**config.mk**
```make
export PLATFORM = sky130hd
export DESIGN_NAME = slam_ctrl
export DESIGN_NICKNAME = d
export VERILOG_FILES = /design/src/rtl/slam_pkg.sv /design/src/rtl/slam_ctrl.sv
export SDC_FILE = /design/constraint.sdc
export NUM_CORES = 1
export LEC_CHECK = 0
export ABC_AREA = 1
export BUFFER_PORTS_ARGS = -buffer_cell sky130_fd_sc_hd__buf_2
export CELL_PAD_IN_SITES_DETAIL_PLACEMENT = 1
export CELL_PAD_IN_SITES_GLOBAL_PLACEMENT = 2
export CORE_MARGIN = 1
export CORE_UTILIZATION = 25
export CTS_CLUSTER_SIZE = 25
export DETAILED_ROUTE_END_ITERATION = 16
export PLACE_DENSITY = 0.78
export SYNTH_ARGS = -nofsm -noshare
export SYNTH_HDL_FRONTEND = slang
export SYNTH_SLANG_ARGS = --single-unit
```
**constraint.sdc**
```tcl
create_clock -name i_clk -period 1.65 [get_ports i_clk]
set_input_delay 0.33 -clock i_clk [delete_from_list [all_inputs] [get_ports i_clk]]
set_output_delay 0.33 -clock i_clk [all_outputs]
set_load 0.1 [all_outputs]
```
**src/rtl/slam_pkg.sv**
```systemverilog
// Shared types and constants of the syscall lookahead anomaly monitor.
`default_nettype none
package slam_pkg;

    localparam int CALL_W  = 9;
    localparam int TIME_W  = 48;
    localparam int CNT_W   = 32;
    localparam int LIM_W   = 16;
    localparam int MISM_W  = 4;
    localparam int CFG_IDX_W = 2;

    typedef logic [1:0] t_op;
    localparam t_op OP_EVENT    = 2'd0;
    localparam t_op OP_CLR_WIN  = 2'd1;
    localparam t_op OP_CLR_PROF = 2'd2;
    localparam t_op OP_RSVD     = 2'd3;

    typedef logic [CFG_IDX_W-1:0] t_cfg_idx;
    localparam t_cfg_idx CFG_ANOMALY_LIMIT = 2'd0;
    localparam t_cfg_idx CFG_NORMAL_FACTOR = 2'd1;
    localparam t_cfg_idx CFG_FACTOR_DEN    = 2'd2;
    localparam t_cfg_idx CFG_NORMAL_WAIT   = 2'd3;

    localparam logic [TIME_W-1:0] TIME_MAX = '1;
    localparam logic [CNT_W-1:0]  CNT_MAX  = '1;

    typedef struct packed {
        t_op               op;
        logic [CALL_W-1:0] syscall_number;
        logic [TIME_W-1:0] now;
    } t_in_item;

    typedef struct packed {
        logic [CALL_W-1:0] call_seen;
        logic [MISM_W-1:0] mismatch_count;
        logic              anomaly_flag;
        logic              normal_mode;
        logic              frozen_flag;
        logic              table_updated;
    } t_out_item;

    typedef struct packed {
        logic [LIM_W-1:0]  anomaly_limit;
        logic [LIM_W-1:0]  normal_factor;
        logic [LIM_W-1:0]  normal_factor_den;
        logic [TIME_W-1:0] normal_wait;
    } t_cfg;

    typedef struct packed {
        logic accept;
        logic clr_step;
        logic rd;
        logic chk;
        logic ev1;
        logic ev2;
        logic ev3;
        logic ev4;
        logic ev5;
        logic load_out;
    } t_cmd;

    typedef struct packed {
        logic in_event;
        logic in_wipe;
        logic clr_last;
        logic scan_done;
    } t_sts;

endpackage
`default_nettype wire

```
**src/rtl/slam_ctrl.sv**
```systemverilog
// Sequencing state machine of the monitor.
`default_nettype none
module slam_ctrl import slam_pkg::*; (
    input  wire  i_clk,
    input  wire  i_rst_n,
    input  wire  i_in_valid,
    output logic o_in_ready,
    output logic o_out_valid,
    input  wire  i_out_ready,
    input  t_sts i_sts,
    output t_cmd o_cmd
);

    typedef enum logic [10:0] {
        S_INIT = 11'b000_0000_0001,
        S_IDLE = 11'b000_0000_0010,
        S_WIPE = 11'b000_0000_0100,
        S_RD   = 11'b000_0000_1000,
        S_CHK  = 11'b000_0001_0000,
        S_EV1  = 11'b000_0010_0000,
        S_EV2  = 11'b000_0100_0000,
        S_EV3  = 11'b000_1000_0000,
        S_EV4  = 11'b001_0000_0000,
        S_EV5  = 11'b010_0000_0000,
        S_DONE = 11'b100_0000_0000
    } t_state;

    t_state r_state, n_state;
    logic   r_out_valid, n_out_valid;

    always_comb begin
        n_state = r_state;
        o_cmd   = '0;
        unique case (r_state)
            S_INIT: begin
                o_cmd.clr_step = 1'b1;
                if (i_sts.clr_last) n_state = S_IDLE;
            end
            S_IDLE: begin
                if (i_in_valid) begin
                    o_cmd.accept = 1'b1;
                    if (i_sts.in_event)     n_state = S_RD;
                    else if (i_sts.in_wipe) n_state = S_WIPE;
                    else                    n_state = S_DONE;
                end
            end
            S_WIPE: begin
                o_cmd.clr_step = 1'b1;
                if (i_sts.clr_last) n_state = S_DONE;
            end
            S_RD: begin
                if (i_sts.scan_done) begin
                    n_state = S_EV1;
                end else begin
                    o_cmd.rd = 1'b1;
                    n_state  = S_CHK;
                end
            end
            S_CHK: begin
                o_cmd.chk = 1'b1;
                n_state   = S_RD;
            end
            S_EV1: begin o_cmd.ev1 = 1'b1; n_state = S_EV2; end
            S_EV2: begin o_cmd.ev2 = 1'b1; n_state = S_EV3; end
            S_EV3: begin o_cmd.ev3 = 1'b1; n_state = S_EV4; end
            S_EV4: begin o_cmd.ev4 = 1'b1; n_state = S_EV5; end
            S_EV5: begin o_cmd.ev5 = 1'b1; n_state = S_DONE; end
            S_DONE: begin
                if (!r_out_valid || i_out_ready) begin
                    o_cmd.load_out = 1'b1;
                    n_state        = S_IDLE;
                end
            end
            default: n_state = S_INIT;
        endcase
    end

    always_comb begin
        if (o_cmd.load_out)  n_out_valid = 1'b1;
        else if (i_out_ready) n_out_valid = 1'b0;
        else                  n_out_valid = r_out_valid;
    end

    always_ff @(posedge i_clk) begin
        if (!i_rst_n) begin
            r_state     <= S_INIT;
            r_out_valid <= 1'b0;
        end else begin
            r_state     <= n_state;
            r_out_valid <= n_out_valid;
        end
    end

    assign o_in_ready  = (r_state == S_IDLE);
    assign o_out_valid = r_out_valid;

endmodule
`default_nettype wire

```
==> out/qor.yml <==
outcome:
  outcome: "complete, but fails checks"
  violations: "setup timing"
final_layout:
  layout-drive-gt1-share: 0.5833
  nFillCells: 354
  layout_commonest_cell: "buf_4"
  design_area_um2: 1490
  n_antenna_cell: 0
  regArea_um2: 256.5
  area_delta_synth_final_pct: 91.48
  final_nets: 189
  layout_common_cells: "buf_4, nand2_1, inv_1, nor2_1, nor2_4"
  multi_input_area_um2: 575.6
  stdcell_count: 211
timing:
  finalCritPeriodShare: 1.106
  rsz0062_at_grt: "true"
  worst-slew-pin-transition_ns: 0.4833
  hold_viol: 0
  drv_slew: 0
  slew_headroom: 0.6800
  finalSetupViolations: 11
  fin_setup_tns_ns: -1.438
  min_period_ns: 1.825
  max_freq_ghz: 0.5480
  skew_ns: 0.005900
  layout_setup_ws_ns: -0.1747
drt:
  num_vias: 950
  via_per_inst: 4.502
  wl_um: 2738
  first_pass_iters: 4
  ant_nets: 0
  drc_errors: 0
  drtIter0Drc: 8
  wl_per_cell_um: 12.98
cts:
  hold_buffers: 0
  htree_levels: 1
  clockBufferDepth: 2
  clockRootBuffer: "clkbuf_4"
  cts-buffers-inserted: 3
  clk_latency_ns: 0.29
  cts.sinks: 12
  clk_transition_reported_paths_ns: 0.08
  tritoncts: "done"
synthesis:
  syn-num-nets: 142
  synth_area_um2: 778.2
  yosysSeqAreaShare: 0.3087
  ys_warn_count: 0
  synth_top_cell_by_area: "dfxtp_1"
  yosysUniqueCellTypes: 15
  synth_seq_cells: 12
  syn_avg_cell_area_um2: 5.808
  synth_area_leaders: "dfxtp_1, nand2_1, inv_1"
  synth_top_cell_area_share: 0.3087
  syn_inst: 134
grt:
  grt_max_degree: 8
  grt_pass1_wl_um: 4333
  grt_pass1_vias: 997
  grt_usage: 0.1728
  grt_antenna_before_repair: 0
  overflow: 0
die:
  initial_core_util: 0.2728
  die_area_um2: 3340
  io_pins: 20
  core_um2: 2853
  die_w_um: 57.80
  core.rowCount: 19
  die-height_um: 57.80
flow_run:
  maxCapViolations: 0
placed_design:
  post-place-cells: 185
  placed_area_um2: 1132
  numPortBuffers: 19
  gp_congestion: 0.8096
  dp_slack_ns: 0.04294
  hpwl_um: 1852
setup_path:
  critPathLaunchType: "register"
  arrival_ns: 1.49
  crit_path_end_kind: "primary output"
  worstPathRequired_ns: 1.32
  crit_type: "register to primary output"
  path_max_fanout: 4
power_and_ir_drop:
  p_total_uw: 1810
  leakage_uw: 0.0007077
  cellPowerDensity_nw_per_um2: 1215
  peakVddDrop_v: 0.001246
worst_hold_path:
  hp-class: "input port to register"
[power by group]
group          switching (uW)  internal [uW]
Clock                     123            135
Sequential               43.8            334
Combinational             716            459
Total                     882            928
[state kept, by name (all words and copies together), names as in the netlist]
name         cells
o_out_valid      1
r_state         11
[per-layer routing]
layer  global-route usage  vias up  wire length (um)  share of wire
li1                     -      483                 -              -
met1               0.1989      441              1079           0.39
met2               0.3090       19              1518           0.55
met3              0.02902        7                56          0.020
met4              0.08503        0                83          0.030
met5                    0        -                 0              0
[critical path: stages (launching register included)]
cell        delay (ns)
dfxtp_2           0.35
nor2_4            0.16
nand2_4           0.09
nor2_4            0.15
buf_4             0.13
nand2_2           0.07
clkinvlp_4        0.09
buf_12            0.16
[metrics by stage]
stage	util	hold WS [ns]
after floorplan	-	0.4151
after global placement	0.3969	0.5067
after detailed placement	0.3969	0.5265
after CTS	0.4803	0.2955
after global routing	0.5224	0.3130
final	0.5224	0.2895
[Yosys cell counts]
master,count
inv_2,1
buf_4,1
o21ai_0,1
nand2_2,8
nor3_2,1
inv_1,29
nor3_1,3
nand3_2,1
nor2_2,7
nor2_4,1
nand2_1,31
or2_2,1
dfxtp_1,12
nand3_1,9
nor2_1,28
[worst paths after layout]
path	start	end	slack, ns	cells past startpoint
hold / removal	i_sts[0]	r_state[5]$_SDFFE_PN0P_	0.29	3
setup reg to reg	r_state[1]$_SDFFE_PN0P_	r_state[1]$_SDFFE_PN0P_	0.03	11
hold reg to reg	r_state[0]$_SDFFE_PN1P_	r_state[0]$_SDFFE_PN1P_	0.52	2
setup / recovery	r_state[1]$_SDFFE_PN0P_	o_cmd[1]	-0.17	7
[layout make-up]
type / instances / area share
Clock buffer: 4 / 0.02435
Sequential cell: 12 / 0.1721
Inverter: 30 / 0.09320
Timing Repair Buffer: 43 / 0.2981
Tap cell: 31 / 0.02603
Multi-Input combinational cell: 91 / 0.3862
[kinds of logic (layout without fill, tap and decap cells)]
group	after synthesis	after routing	synth area share
buf+inv	31	77	0.1543
simple gates	90	90	0.5305
flops	12	12	0.3087
compound gates	1	1	0.006425
[what timing repair did]
action	CTS	global route
endpoints found under the hold margin	0	0
resized for setup	34	15
buffers inserted	13	9
setup endpoints to repair	11	13
pin swaps	13	13
Note: power is estimated with default switching activity, not from simulation.
